$ cat config.mk
export PLATFORM = sky130hd
export DESIGN_NAME = word_mangling_rule_apply
export DESIGN_NICKNAME = d
export VERILOG_FILES = /design/src/rtl/core/wmr_pkg.sv /design/src/rtl/core/wmr_ctrl.sv /design/src/rtl/core/wmr_dp.sv /design/src/rtl/core/word_mangling_rule_apply.sv
export SDC_FILE = /design/constraint.sdc
export NUM_CORES = 2
export LEC_CHECK = 0
export ABC_AREA = 1
export BUFFER_PORTS_ARGS = -buffer_cell sky130_fd_sc_hd__buf_2
export CAP_MARGIN = 15
export CELL_PAD_IN_SITES_DETAIL_PLACEMENT = 1
export CELL_PAD_IN_SITES_GLOBAL_PLACEMENT = 1
export CORE_ASPECT_RATIO = 2
export CORE_MARGIN = 4
export CORE_UTILIZATION = 45
export CTS_BUF_LIST = sky130_fd_sc_hd__clkbuf_4
export CTS_CLUSTER_DIAMETER = 30
export DETAILED_ROUTE_END_ITERATION = 12
export PLACE_DENSITY_LB_ADDON = 0.1
export SLEW_MARGIN = 0
export SYNTH_ARGS = -nofsm -noshare
export SYNTH_HDL_FRONTEND = slang
export SYNTH_SLANG_ARGS = --single-unit
$ cat constraint.sdc
create_clock -name clk -period 11.8 [get_ports clk]
set_input_delay 2.36 -clock clk [delete_from_list [all_inputs] [get_ports clk]]
set_output_delay 2.36 -clock clk [all_outputs]
set_load 0.02 [all_outputs]
$ cat src/rtl/core/wmr_pkg.sv
// wmr_pkg: shared sizes, opcode and character codes, payload and control types
// for the word mangling rule block. No dependencies.
package wmr_pkg;

  localparam int MAX_WORD   = 64;
  localparam int MAX_RULE   = 32;
  localparam int AW         = $clog2(MAX_WORD);
  localparam int LW         = $clog2(MAX_WORD + 1);
  localparam int CW         = (LW + 1 > 7) ? LW + 1 : 7;
  localparam int RIW        = 6;
  localparam int CFG_IW     = 3;
  localparam int NRULE_REGS = 4;

  localparam logic [CFG_IW-1:0] CFG_RULE_LEN = 3'd4;

  localparam logic [7:0] OP_NOP     = 8'h3A;
  localparam logic [7:0] OP_LOWER   = 8'h6C;
  localparam logic [7:0] OP_UPPER   = 8'h75;
  localparam logic [7:0] OP_CAP     = 8'h63;
  localparam logic [7:0] OP_ICAP    = 8'h43;
  localparam logic [7:0] OP_TOGGLE  = 8'h74;
  localparam logic [7:0] OP_REV     = 8'h72;
  localparam logic [7:0] OP_DUP     = 8'h64;
  localparam logic [7:0] OP_REFL    = 8'h66;
  localparam logic [7:0] OP_ROTL    = 8'h7B;
  localparam logic [7:0] OP_ROTR    = 8'h7D;
  localparam logic [7:0] OP_DROPF   = 8'h5B;
  localparam logic [7:0] OP_DROPL   = 8'h5D;
  localparam logic [7:0] OP_DEL     = 8'h44;
  localparam logic [7:0] OP_APPEND  = 8'h24;
  localparam logic [7:0] OP_PREPEND = 8'h5E;
  localparam logic [7:0] OP_PURGE   = 8'h40;
  localparam logic [7:0] OP_SUBST   = 8'h73;
  localparam logic [7:0] OP_OVER    = 8'h6F;
  localparam logic [7:0] OP_INS     = 8'h69;
  localparam logic [7:0] OP_LESS    = 8'h3C;
  localparam logic [7:0] OP_MORE    = 8'h3E;
  localparam logic [7:0] OP_EQ      = 8'h5F;

  localparam logic [7:0] CH_0      = 8'h30;
  localparam logic [7:0] CH_9      = 8'h39;
  localparam logic [7:0] CH_UA     = 8'h41;
  localparam logic [7:0] CH_UZ     = 8'h5A;
  localparam logic [7:0] CH_LA     = 8'h61;
  localparam logic [7:0] CH_LZ     = 8'h7A;
  localparam logic [7:0] CASE_DIFF = 8'h20;
  localparam logic [7:0] ALPHA_POS = 8'd10;

  typedef struct packed {
    logic [7:0] word_char;
    logic       no_char;
    logic       last_char;
  } word_item_t;

  typedef struct packed {
    logic [7:0] out_char;
    logic       char_valid;
    logic       rejected;
    logic       truncated;
    logic       last_out;
  } result_item_t;

  typedef enum logic [2:0] {
    ST_LOAD, ST_FETCH, ST_COPY, ST_EMIT_RD, ST_EMIT_WR
  } state_t;

  typedef enum logic [3:0] {
    CM_LOWER, CM_UPPER, CM_CAP, CM_ICAP, CM_TOGGLE, CM_REV, CM_DUP, CM_REFL,
    CM_ROTL, CM_ROTR, CM_DROPF, CM_DEL, CM_INS, CM_PURGE, CM_SUBST
  } copy_mode_t;

  typedef struct packed {
    logic load;
    logic exec;
    logic copy_run;
    logic emit_rd;
    logic emit_wr;
  } ctrl_cmd_t;

  typedef struct packed {
    logic rule_done;
    logic exec_reject;
    logic exec_copy;
    logic copy_done;
    logic out_free;
    logic emit_last;
  } dp_stat_t;

  function automatic logic [7:0] lower_of(input logic [7:0] c);
    return (c >= CH_UA && c <= CH_UZ) ? c + CASE_DIFF : c;
  endfunction

  function automatic logic [7:0] upper_of(input logic [7:0] c);
    return (c >= CH_LA && c <= CH_LZ) ? c - CASE_DIFF : c;
  endfunction

  function automatic logic pos_ok(input logic [7:0] c);
    return (c >= CH_0 && c <= CH_9) || (c >= CH_UA && c <= CH_UZ);
  endfunction

  function automatic logic [5:0] pos_val(input logic [7:0] c);
    logic [7:0] t;
    t = (c <= CH_9) ? c - CH_0 : c - CH_UA + ALPHA_POS;
    return t[5:0];
  endfunction

endpackage

$ cat src/rtl/core/wmr_ctrl.sv
// wmr_ctrl: sequencer for load, opcode fetch, buffer copy passes and emission.
// Depends on wmr_pkg; drives the datapath by command struct.
module wmr_ctrl (
  input  logic              clk,
  input  logic              rst,
  input  logic              word_valid,
  input  logic              word_last,
  output logic              word_ready,
  input  wmr_pkg::dp_stat_t stat,
  output wmr_pkg::ctrl_cmd_t cmd
);
  import wmr_pkg::*;

  state_t state, state_next;

  always_ff @(posedge clk) begin
    if (rst) begin
      state <= ST_LOAD;
    end else begin
      state <= state_next;
    end
  end

  always_comb begin
    state_next = state;
    case (state)
      ST_LOAD: begin
        if (word_valid && word_last) state_next = ST_FETCH;
      end
      ST_FETCH: begin
        if (stat.rule_done || stat.exec_reject) state_next = ST_EMIT_RD;
        else if (stat.exec_copy) state_next = ST_COPY;
      end
      ST_COPY: begin
        if (stat.copy_done) state_next = ST_FETCH;
      end
      ST_EMIT_RD: state_next = ST_EMIT_WR;
      ST_EMIT_WR: begin
        if (stat.out_free) state_next = stat.emit_last ? ST_LOAD : ST_EMIT_RD;
      end
      default: state_next = ST_LOAD;
    endcase
  end

  always_comb begin
    cmd        = '0;
    word_ready = 1'b0;
    case (state)
      ST_LOAD: begin
        word_ready = 1'b1;
        cmd.load   = word_valid;
      end
      ST_FETCH:   cmd.exec = !stat.rule_done;
      ST_COPY:    cmd.copy_run = 1'b1;
      ST_EMIT_RD: cmd.emit_rd = 1'b1;
      ST_EMIT_WR: cmd.emit_wr = 1'b1;
      default: cmd = '0;
    endcase
  end

endmodule

$ cat src/rtl/core/wmr_dp.sv
// wmr_dp: rule registers, two-bank word buffer, opcode decode and copy engine.
// Depends on wmr_pkg; commanded by wmr_ctrl.
module wmr_dp (
  input  logic                       clk,
  input  logic                       rst,
  input  logic                       cfg_valid,
  input  logic [wmr_pkg::CFG_IW-1:0] cfg_index,
  input  logic [63:0]                cfg_data,
  input  wmr_pkg::word_item_t        word,
  input  wmr_pkg::ctrl_cmd_t         cmd,
  output wmr_pkg::dp_stat_t          stat,
  output logic                       result_valid,
  input  logic                       result_ready,
  output wmr_pkg::result_item_t      result
);
  import wmr_pkg::*;

  localparam int MEM_DEPTH = 2 ** (AW + 1);
  localparam logic [LW-1:0] MAXL = LW'(MAX_WORD);
  localparam logic [CW-1:0] MAXC = CW'(MAX_WORD);

  logic [7:0]  mem [MEM_DEPTH];
  logic [7:0]  rdata;
  logic        bank;
  logic [LW-1:0] wlen, cnt, nlen, k, w, pk, e;
  logic        trunc, rej, pv;
  logic [RIW-1:0] ri;
  copy_mode_t  mode;
  logic [CW-1:0] par_p;
  logic [7:0]  par_a, par_b;
  logic [63:0] rule_regs [NRULE_REGS];
  logic [5:0]  rule_len;
  logic [64*NRULE_REGS-1:0] rule_flat;

  always_comb begin
    for (int i = 0; i < NRULE_REGS; i++) rule_flat[i*64 +: 64] = rule_regs[i];
  end

  // opcode fetch
  logic [4:0] bi0, bi1, bi2;
  logic [7:0] op, arg_a, arg_b;
  logic [RIW-1:0] rl;
  logic [1:0] need;
  logic [RIW:0] ri_adv;
  logic missing, pok;
  logic [CW-1:0] pc, wlc, dbl;

  assign bi0   = ri[4:0];
  assign bi1   = ri[4:0] + 5'd1;
  assign bi2   = ri[4:0] + 5'd2;
  assign op    = rule_flat[{bi0, 3'b000} +: 8];
  assign arg_a = rule_flat[{bi1, 3'b000} +: 8];
  assign arg_b = rule_flat[{bi2, 3'b000} +: 8];
  assign rl    = (rule_len > RIW'(MAX_RULE)) ? RIW'(MAX_RULE) : rule_len;
  assign pok   = pos_ok(arg_a);
  assign pc    = CW'(pos_val(arg_a));
  assign wlc   = CW'(wlen);
  assign dbl   = wlc << 1;

  always_comb begin
    case (op)
      OP_DEL, OP_LESS, OP_MORE, OP_EQ, OP_APPEND, OP_PREPEND, OP_PURGE: need = 2'd1;
      OP_SUBST, OP_OVER, OP_INS: need = 2'd2;
      default: need = 2'd0;
    endcase
  end

  assign ri_adv  = {1'b0, ri} + (RIW+1)'(1) + (RIW+1)'(need);
  assign missing = ri_adv > {1'b0, rl};

  // decode of one opcode
  logic x_rej, x_copy, x_trunc, x_wr, x_len_wr;
  copy_mode_t x_mode;
  logic [LW-1:0] x_cnt, x_nlen, x_len;
  logic [CW-1:0] x_p;
  logic [7:0] x_b, x_wdata;
  logic [AW-1:0] x_waddr;

  always_comb begin
    x_rej = 1'b0; x_copy = 1'b0; x_trunc = 1'b0; x_wr = 1'b0; x_len_wr = 1'b0;
    x_mode = CM_LOWER; x_cnt = wlen; x_nlen = wlen; x_len = wlen;
    x_p = '0; x_b = arg_b; x_wdata = arg_a; x_waddr = wlen[AW-1:0];
    if (missing) begin
      x_rej = 1'b1;
    end else begin
      case (op)
        OP_NOP: x_rej = 1'b0;
        OP_LOWER:  begin x_copy = 1'b1; x_mode = CM_LOWER;  end
        OP_UPPER:  begin x_copy = 1'b1; x_mode = CM_UPPER;  end
        OP_CAP:    begin x_copy = 1'b1; x_mode = CM_CAP;    end
        OP_ICAP:   begin x_copy = 1'b1; x_mode = CM_ICAP;   end
        OP_TOGGLE: begin x_copy = 1'b1; x_mode = CM_TOGGLE; end
        OP_REV:    begin x_copy = 1'b1; x_mode = CM_REV;    end
        OP_ROTL:   begin x_copy = 1'b1; x_mode = CM_ROTL;   end
        OP_ROTR:   begin x_copy = 1'b1; x_mode = CM_ROTR;   end
        OP_PURGE:  begin x_copy = 1'b1; x_mode = CM_PURGE;  end
        OP_SUBST:  begin x_copy = 1'b1; x_mode = CM_SUBST;  end
        OP_DUP, OP_REFL: begin
          x_copy = 1'b1;
          x_mode = (op == OP_DUP) ? CM_DUP : CM_REFL;
          if (dbl > MAXC) begin
            x_trunc = 1'b1;
            x_nlen  = MAXL;
          end else begin
            x_nlen = dbl[LW-1:0];
          end
          x_cnt = x_nlen;
        end
        OP_DROPF: begin
          if (wlen != '0) begin
            x_copy = 1'b1; x_mode = CM_DROPF;
            x_cnt = wlen - LW'(1); x_nlen = wlen - LW'(1);
          end
        end
        OP_DROPL: begin
          if (wlen != '0) begin
            x_len_wr = 1'b1; x_len = wlen - LW'(1);
          end
        end
        OP_DEL: begin
          if (pok && pc < wlc) begin
            x_copy = 1'b1; x_mode = CM_DEL; x_p = pc;
            x_cnt = wlen - LW'(1); x_nlen = wlen - LW'(1);
          end
        end
        OP_APPEND: begin
          if (wlen < MAXL) begin
            x_wr = 1'b1; x_len_wr = 1'b1; x_len = wlen + LW'(1);
          end else begin
            x_trunc = 1'b1;
          end
        end
        OP_PREPEND, OP_INS: begin
          if (op == OP_PREPEND || (pok && pc <= wlc)) begin
            x_copy = 1'b1; x_mode = CM_INS;
            x_p = (op == OP_PREPEND) ? '0 : pc;
            x_b = (op == OP_PREPEND) ? arg_a : arg_b;
            if (wlen == MAXL) begin
              x_trunc = 1'b1; x_nlen = MAXL;
            end else begin
              x_nlen = wlen + LW'(1);
            end
            x_cnt = x_nlen;
          end
        end
        OP_OVER: begin
          if (pok && pc < wlc) begin
            x_wr = 1'b1; x_waddr = pc[AW-1:0]; x_wdata = arg_b;
          end
        end
        OP_LESS: x_rej = !pok || wlc >= pc;
        OP_MORE: x_rej = pok && wlc <= pc;
        OP_EQ:   x_rej = !pok || wlc != pc;
        default: x_rej = 1'b1;
      endcase
    end
  end

  // copy engine: source index for each destination byte
  logic [CW-1:0] kc, src;
  logic [7:0] cval;
  logic copy_done, issue, keep;

  assign kc = CW'(k);

  always_comb begin
    case (mode)
      CM_REV:   src = wlc - CW'(1) - kc;
      CM_DUP:   src = (kc < wlc) ? kc : kc - wlc;
      CM_REFL:  src = (kc < wlc) ? kc : dbl - CW'(1) - kc;
      CM_ROTL:  src = (kc + CW'(1) == wlc) ? '0 : kc + CW'(1);
      CM_ROTR:  src = (kc == '0) ? wlc - CW'(1) : kc - CW'(1);
      CM_DROPF: src = kc + CW'(1);
      CM_DEL:   src = (kc < par_p) ? kc : kc + CW'(1);
      CM_INS:   src = (kc < par_p) ? kc : kc - CW'(1);
      default:  src = kc;
    endcase
  end

  always_comb begin
    case (mode)
      CM_LOWER:  cval = lower_of(rdata);
      CM_UPPER:  cval = upper_of(rdata);
      CM_CAP:    cval = (pk == '0) ? upper_of(rdata) : lower_of(rdata);
      CM_ICAP:   cval = (pk == '0) ? lower_of(rdata) : upper_of(rdata);
      CM_TOGGLE: cval = (rdata >= CH_LA && rdata <= CH_LZ) ? upper_of(rdata)
                                                          : lower_of(rdata);
      CM_SUBST:  cval = (rdata == par_a) ? par_b : rdata;
      CM_INS:    cval = (CW'(pk) == par_p) ? par_b : rdata;
      default:   cval = rdata;
    endcase
  end

  assign copy_done = (k >= cnt) && !pv;
  assign issue     = cmd.copy_run && (k < cnt);
  assign keep      = (mode != CM_PURGE) || (rdata != par_a);

  // emission status
  logic emit_last, out_free;
  assign emit_last = rej || (wlen == '0) || ({1'b0, e} + (LW+1)'(1) == {1'b0, wlen});
  assign out_free  = !result_valid || result_ready;

  assign stat.rule_done   = ri >= rl;
  assign stat.exec_reject = x_rej;
  assign stat.exec_copy   = x_copy;
  assign stat.copy_done   = copy_done;
  assign stat.out_free    = out_free;
  assign stat.emit_last   = emit_last;

  // buffer port selection
  logic we, re;
  logic [AW:0] wa, ra;
  logic [7:0] wd;

  always_comb begin
    we = 1'b0; wa = {bank, wlen[AW-1:0]}; wd = word.word_char;
    re = 1'b0; ra = {bank, e[AW-1:0]};
    if (cmd.load) begin
      we = !word.no_char && (wlen < MAXL);
    end else if (cmd.exec) begin
      we = x_wr && !x_rej;
      wa = {bank, x_waddr};
      wd = x_wdata;
    end else if (cmd.copy_run) begin
      we = pv && keep;
      wa = {~bank, (mode == CM_PURGE) ? w[AW-1:0] : pk[AW-1:0]};
      wd = cval;
      re = issue;
      ra = {bank, src[AW-1:0]};
    end else if (cmd.emit_rd) begin
      re = 1'b1;
    end
  end

  always_ff @(posedge clk) begin
    if (we) mem[wa] <= wd;
    if (re) rdata <= mem[ra];
  end

  always_ff @(posedge clk) begin
    if (rst) begin
      for (int i = 0; i < NRULE_REGS; i++) rule_regs[i] <= '0;
      rule_len     <= '0;
      bank         <= 1'b0;
      wlen         <= '0;
      trunc        <= 1'b0;
      rej          <= 1'b0;
      ri           <= '0;
      k            <= '0;
      w            <= '0;
      e            <= '0;
      pv           <= 1'b0;
      result_valid <= 1'b0;
    end else begin
      if (cfg_valid) begin
        if (cfg_index < CFG_IW'(NRULE_REGS)) rule_regs[cfg_index[1:0]] <= cfg_data;
        else if (cfg_index == CFG_RULE_LEN) rule_len <= cfg_data[5:0];
      end

      if (cmd.load) begin
        if (!word.no_char) begin
          if (wlen < MAXL) wlen <= wlen + LW'(1);
          else trunc <= 1'b1;
        end
        if (word.last_char) begin
          ri  <= '0;
          rej <= 1'b0;
          e   <= '0;
        end
      end

      if (cmd.exec) begin
        ri <= ri_adv[RIW-1:0];
        if (x_rej) rej <= 1'b1;
        if (x_trunc) trunc <= 1'b1;
        if (x_len_wr) wlen <= x_len;
        if (x_copy) begin
          mode  <= x_mode;
          cnt   <= x_cnt;
          nlen  <= x_nlen;
          par_p <= x_p;
          par_a <= arg_a;
          par_b <= x_b;
          k     <= '0;
          w     <= '0;
          pv    <= 1'b0;
        end
      end

      if (cmd.copy_run) begin
        if (copy_done) begin
          bank <= ~bank;
          wlen <= (mode == CM_PURGE) ? w : nlen;
        end else begin
          pv <= issue;
          if (issue) begin
            pk <= k;
            k  <= k + LW'(1);
          end
          if (pv && mode == CM_PURGE && keep) w <= w + LW'(1);
        end
      end

      if (cmd.emit_wr && out_free) begin
        result_valid <= 1'b1;
        e <= emit_last ? '0 : e + LW'(1);
        if (rej || wlen == '0) begin
          result <= '{out_char: 8'd0, char_valid: 1'b0, rejected: rej,
                      truncated: trunc, last_out: 1'b1};
        end else begin
          result <= '{out_char: rdata, char_valid: 1'b1, rejected: 1'b0,
                      truncated: trunc, last_out: emit_last};
        end
        if (emit_last) begin
          wlen  <= '0;
          trunc <= 1'b0;
          rej   <= 1'b0;
        end
      end else if (result_valid && result_ready) begin
        result_valid <= 1'b0;
      end
    end
  end

endmodule

$ cat src/rtl/core/word_mangling_rule_apply.sv
// after word end, each opcode is fetched in turn and each buffer pass copies the word
// into the other bank; each result byte is then read from the buffer and registered out
// throughput: one input byte per cycle while loading; one word at a time
// the copy passes run through the single read and write port of the word buffer
// reset: synchronous active high rst clears rule registers, lengths and flags
// word_mangling_rule_apply: top level joining wmr_ctrl and wmr_dp; uses wmr_pkg
module word_mangling_rule_apply (
  input  logic                         clk,
  input  logic                         rst,
  input  logic                         word_valid,
  output logic                         word_ready,
  input  wmr_pkg::word_item_t          word,
  output logic                         result_valid,
  input  logic                         result_ready,
  output wmr_pkg::result_item_t        result,
  input  logic                         cfg_valid,
  output logic                         cfg_ready,
  input  logic [wmr_pkg::CFG_IW-1:0]   cfg_index,
  input  logic [63:0]                  cfg_data
);
  import wmr_pkg::*;

  ctrl_cmd_t cmd;
  dp_stat_t  stat;

  assign cfg_ready = 1'b1;

  wmr_ctrl u_ctrl (
    .clk        (clk),
    .rst        (rst),
    .word_valid (word_valid),
    .word_last  (word.last_char),
    .word_ready (word_ready),
    .stat       (stat),
    .cmd        (cmd)
  );

  wmr_dp u_dp (
    .clk          (clk),
    .rst          (rst),
    .cfg_valid    (cfg_valid),
    .cfg_index    (cfg_index),
    .cfg_data     (cfg_data),
    .word         (word),
    .cmd          (cmd),
    .stat         (stat),
    .result_valid (result_valid),
    .result_ready (result_ready),
    .result       (result)
  );

endmodule

==> flow_metrics.env <==
export IMPL_setup_tns_ns=0
export IMPL_core_um2=156000
export IMPL_drt_iter0_drc=3684
export IMPL_wl_per_cell_um=29.15
export IMPL_syn_inst=7591
export IMPL_hp_class="reg -> reg"
export IMPL_grt_pass1_vias=61010
export IMPL_drt_total_wl_mm=291.0
export IMPL_cp_max_fo=71
export IMPL_synth_cell_types=60
export IMPL_crit_required_ns=12.54
export IMPL_skew_ns=0.1211
export IMPL_die_y_um=567.9
export IMPL_n_fill_cell=18070
export IMPL_synth_edf_count=1340
export IMPL_fmax_mhz=99.51
export IMPL_numCtsBuffers=325
export IMPL_worstMarginPinSlew_ns=1.350
export IMPL_drv_cap=0
export IMPL_cpMaxStageDelayCell="nand3_1"
export IMPL_drive_gt1_share_pct=10.39
export IMPL_clock_sinks=1388
export IMPL_slew_viol_final=0
export IMPL_grt_max_degree=172
export IMPL_grtUsageTotal_pct=35.12
export IMPL_cts_root_buffer="clkbuf_4"
export IMPL_place_congestion=1.007
export IMPL_final_common_cell="nand2_1"
export IMPL_cts_resized=0
export IMPL_die_w_um=287.9
export IMPL_finalNetCount=7828
export IMPL_path_class="reg -> reg"
export IMPL_crit_path_start_kind="register"
export IMPL_status="finished, final reports clean"
export IMPL_ys_warn_count=0
export IMPL_route_detailed_drc=0
export IMPL_syn2layout_area_growth_pct=9.744
export IMPL_clk_pin_slew_worst_paths_ns=0.07
export IMPL_clockBufferDepth=4
export IMPL_antenna_found_initial=13
export IMPL_cp_data_arrival_time_ns=10.79
export IMPL_postRouteAntennaNets=0
export IMPL_overflow=0
export IMPL_dpl_hpwl_mm=202.9
export IMPL_start_util_pct=45.22
export IMPL_postLayoutCoreUtil_pct=49.63
export IMPL_cpMostUsedCell="nor2_1"
export IMPL_fin_crit_ns=10.05
export IMPL_ys_ff_latch=1388
export IMPL_finalNonFillerCells=9981
export IMPL_ys_flop_type="edfxtp_1"
export IMPL_syn_area_um2=70520
export IMPL_rsz0062_at_grt="no"
export IMPL_syn_num_nets=7745
export IMPL_final_hold_viol_count=0
export IMPL_ir_drop_mv=0.1117
export IMPL_cts_setup_buffers=0
export IMPL_clk_latency_ns=1.18
export IMPL_syn_area_per_cell_um2=9.290
export IMPL_htree_num_levels=5
export IMPL_cts_tree="yes"
export IMPL_dieArea_um2=163500
export IMPL_p_leak_nw=30.72
export IMPL_place_inst=9414
export IMPL_finalSetupViolCount=0
export IMPL_dr_pass1_iters=6
export IMPL_grt_pass1_wl_mm=412.4
export IMPL_cts_hold_buf=0
export IMPL_io_pins=97
export IMPL_final_cell_mix="nand2_1, nand3_1, edfxtp_1"
export IMPL_port_buffers=95
export IMPL_vias=57370
export IMPL_ys_seq_area_share_pct=58.42
export IMPL_p_per_area_nw_per_um2=145.4
export IMPL_finalCritPeriodShare_pct=85.17
export IMPL_worst_setup_path_end_kind="register"
export IMPL_async_flop_share_pct=0
export IMPL_max_stage_delay_ns=0.74
export IMPL_vias_per_cell=5.748
export IMPL_relSlewSlack_pct=9.999
export IMPL_placementRows=205
==> flip-flops by register name, summed over array words and instances (netlist names), 7 cells and up <==
signal	count
u_dp.mem	1024
u_dp.wlen	7
u_dp.e	7
u_dp.w	7
u_dp.rdata	8
u_dp.cnt	7
u_dp.result	12
u_dp.rule_regs	256
u_dp.par_a	8
u_dp.k	7
u_dp.pk	7
u_dp.par_b	8
==> cell type report <==
cell class	instances	area, um2	area share (%)
Sequential cell	1388	41210	53.24
Timing Repair Buffer	232	1754	2.267
Inverter	926	3483	4.501
Antenna cell	8	20.02	0.02587
Clock buffer	428	3213	4.152
Multi-Input combinational cell	4801	24150	31.20
Tap cell	2070	2590	3.346
Clock inverter	128	980.9	1.267
==> Yosys cell counts (8+ instances only) <==
library cell  number  area [um2]
a211oi_1          13       97.59
a21oi_1          159       795.8
a31oi_1           12       75.07
buf_1             38       142.6
buf_2            105       525.5
clkbuf_1         322        1209
dfxtp_1           48       960.9
edfxtp_1        1340       40240
ha_1              68       850.8
inv_1            901        3382
inv_2             20       75.07
nand2_1         1481        5559
nand3_1         1380        6907
nand3b_1         373        2800
nand4_1           16       100.1
nor2_1           587        2203
nor2_2            14       87.58
nor3_1            89       445.4
o211ai_1          99       743.2
o21a_1             8       60.06
o21ai_0          289        1446
o21ai_1           44       220.2
o221ai_1           8       70.07
o22ai_1            9       56.30
o311ai_0          12       105.1
or2_2              9       56.30
xnor2_1            8       70.07
xor2_1            45       394.1
==> cell families (layout without fill, tap and decap cells) <==
family / Yosys count / after routing / share of synthesized area [%]
AO/OA/AOI/OAI: 692 / 692 / 5.681
XOR/XNOR: 55 / 55 / 0.7044
adder cells (fa/ha/maj): 72 / 72 / 1.320
buffers and inverters: 1402 / 1714 / 7.728
flip-flops: 1388 / 1388 / 58.42
other: 1 / 9 / 0.005317
AND/OR/NAND/NOR: 3981 / 3981 / 26.14
==> worst paths after layout <==
path	endpoint	slack [ns]	cells past startpoint	from
setup / recovery	u_dp.mem[61][3]	1.75	33	u_dp.ri[0]
hold / removal	u_dp.result[1]	0.45	0	u_dp.trunc
hold reg to reg	u_dp.result[1]	0.45	0	u_dp.trunc
setup reg to reg	u_dp.mem[61][3]	1.75	33	u_dp.ri[0]
==> critical path: cells and delay by family, from the launching register on <==
kind | cells | cell delay [ns]
flops | 1 | 0.69
fa+ha+maj | 3 | 1.02
xor+xnor | 1 | 0.17
simple gates | 18 | 4.85
buf+inv | 4 | 1.78
compound gates | 7 | 1.02
==> through the flow <==
step                      hold WS (ns)  power (mW)  instance area (um2)  setup slack [ns]
after floorplan                 0.4090       6.570                70520             2.678
after global placement          0.4130       7.259                73140             1.906
after detailed placement        0.4233       7.282                73140             1.883
after CTS                       0.4395       11.34                77330             1.822
after global routing            0.4501       11.67                77390             1.139
final                           0.4504       11.25                77390             1.750
==> power breakdown <==
part | switching, mW | total (mW) | internal (mW)
Clock | 2.01 | 4.07 | 2.06
Sequential | 0.0466 | 5.64 | 5.59
Combinational | 1.22 | 1.55 | 0.322
==> per-layer routing <==
metal,GRT usage [%],part of all wire (%),vias to the layer above,wire (um)
li1,-,-,26150,-
met1,31.07,30,28250,86920
met2,65.29,54,1936,155900
met3,4.777,4.0,1028,11630
met4,35.29,13,0,36560
met5,0,0,-,0
Note: power is estimated with default switching activity, not from simulation.
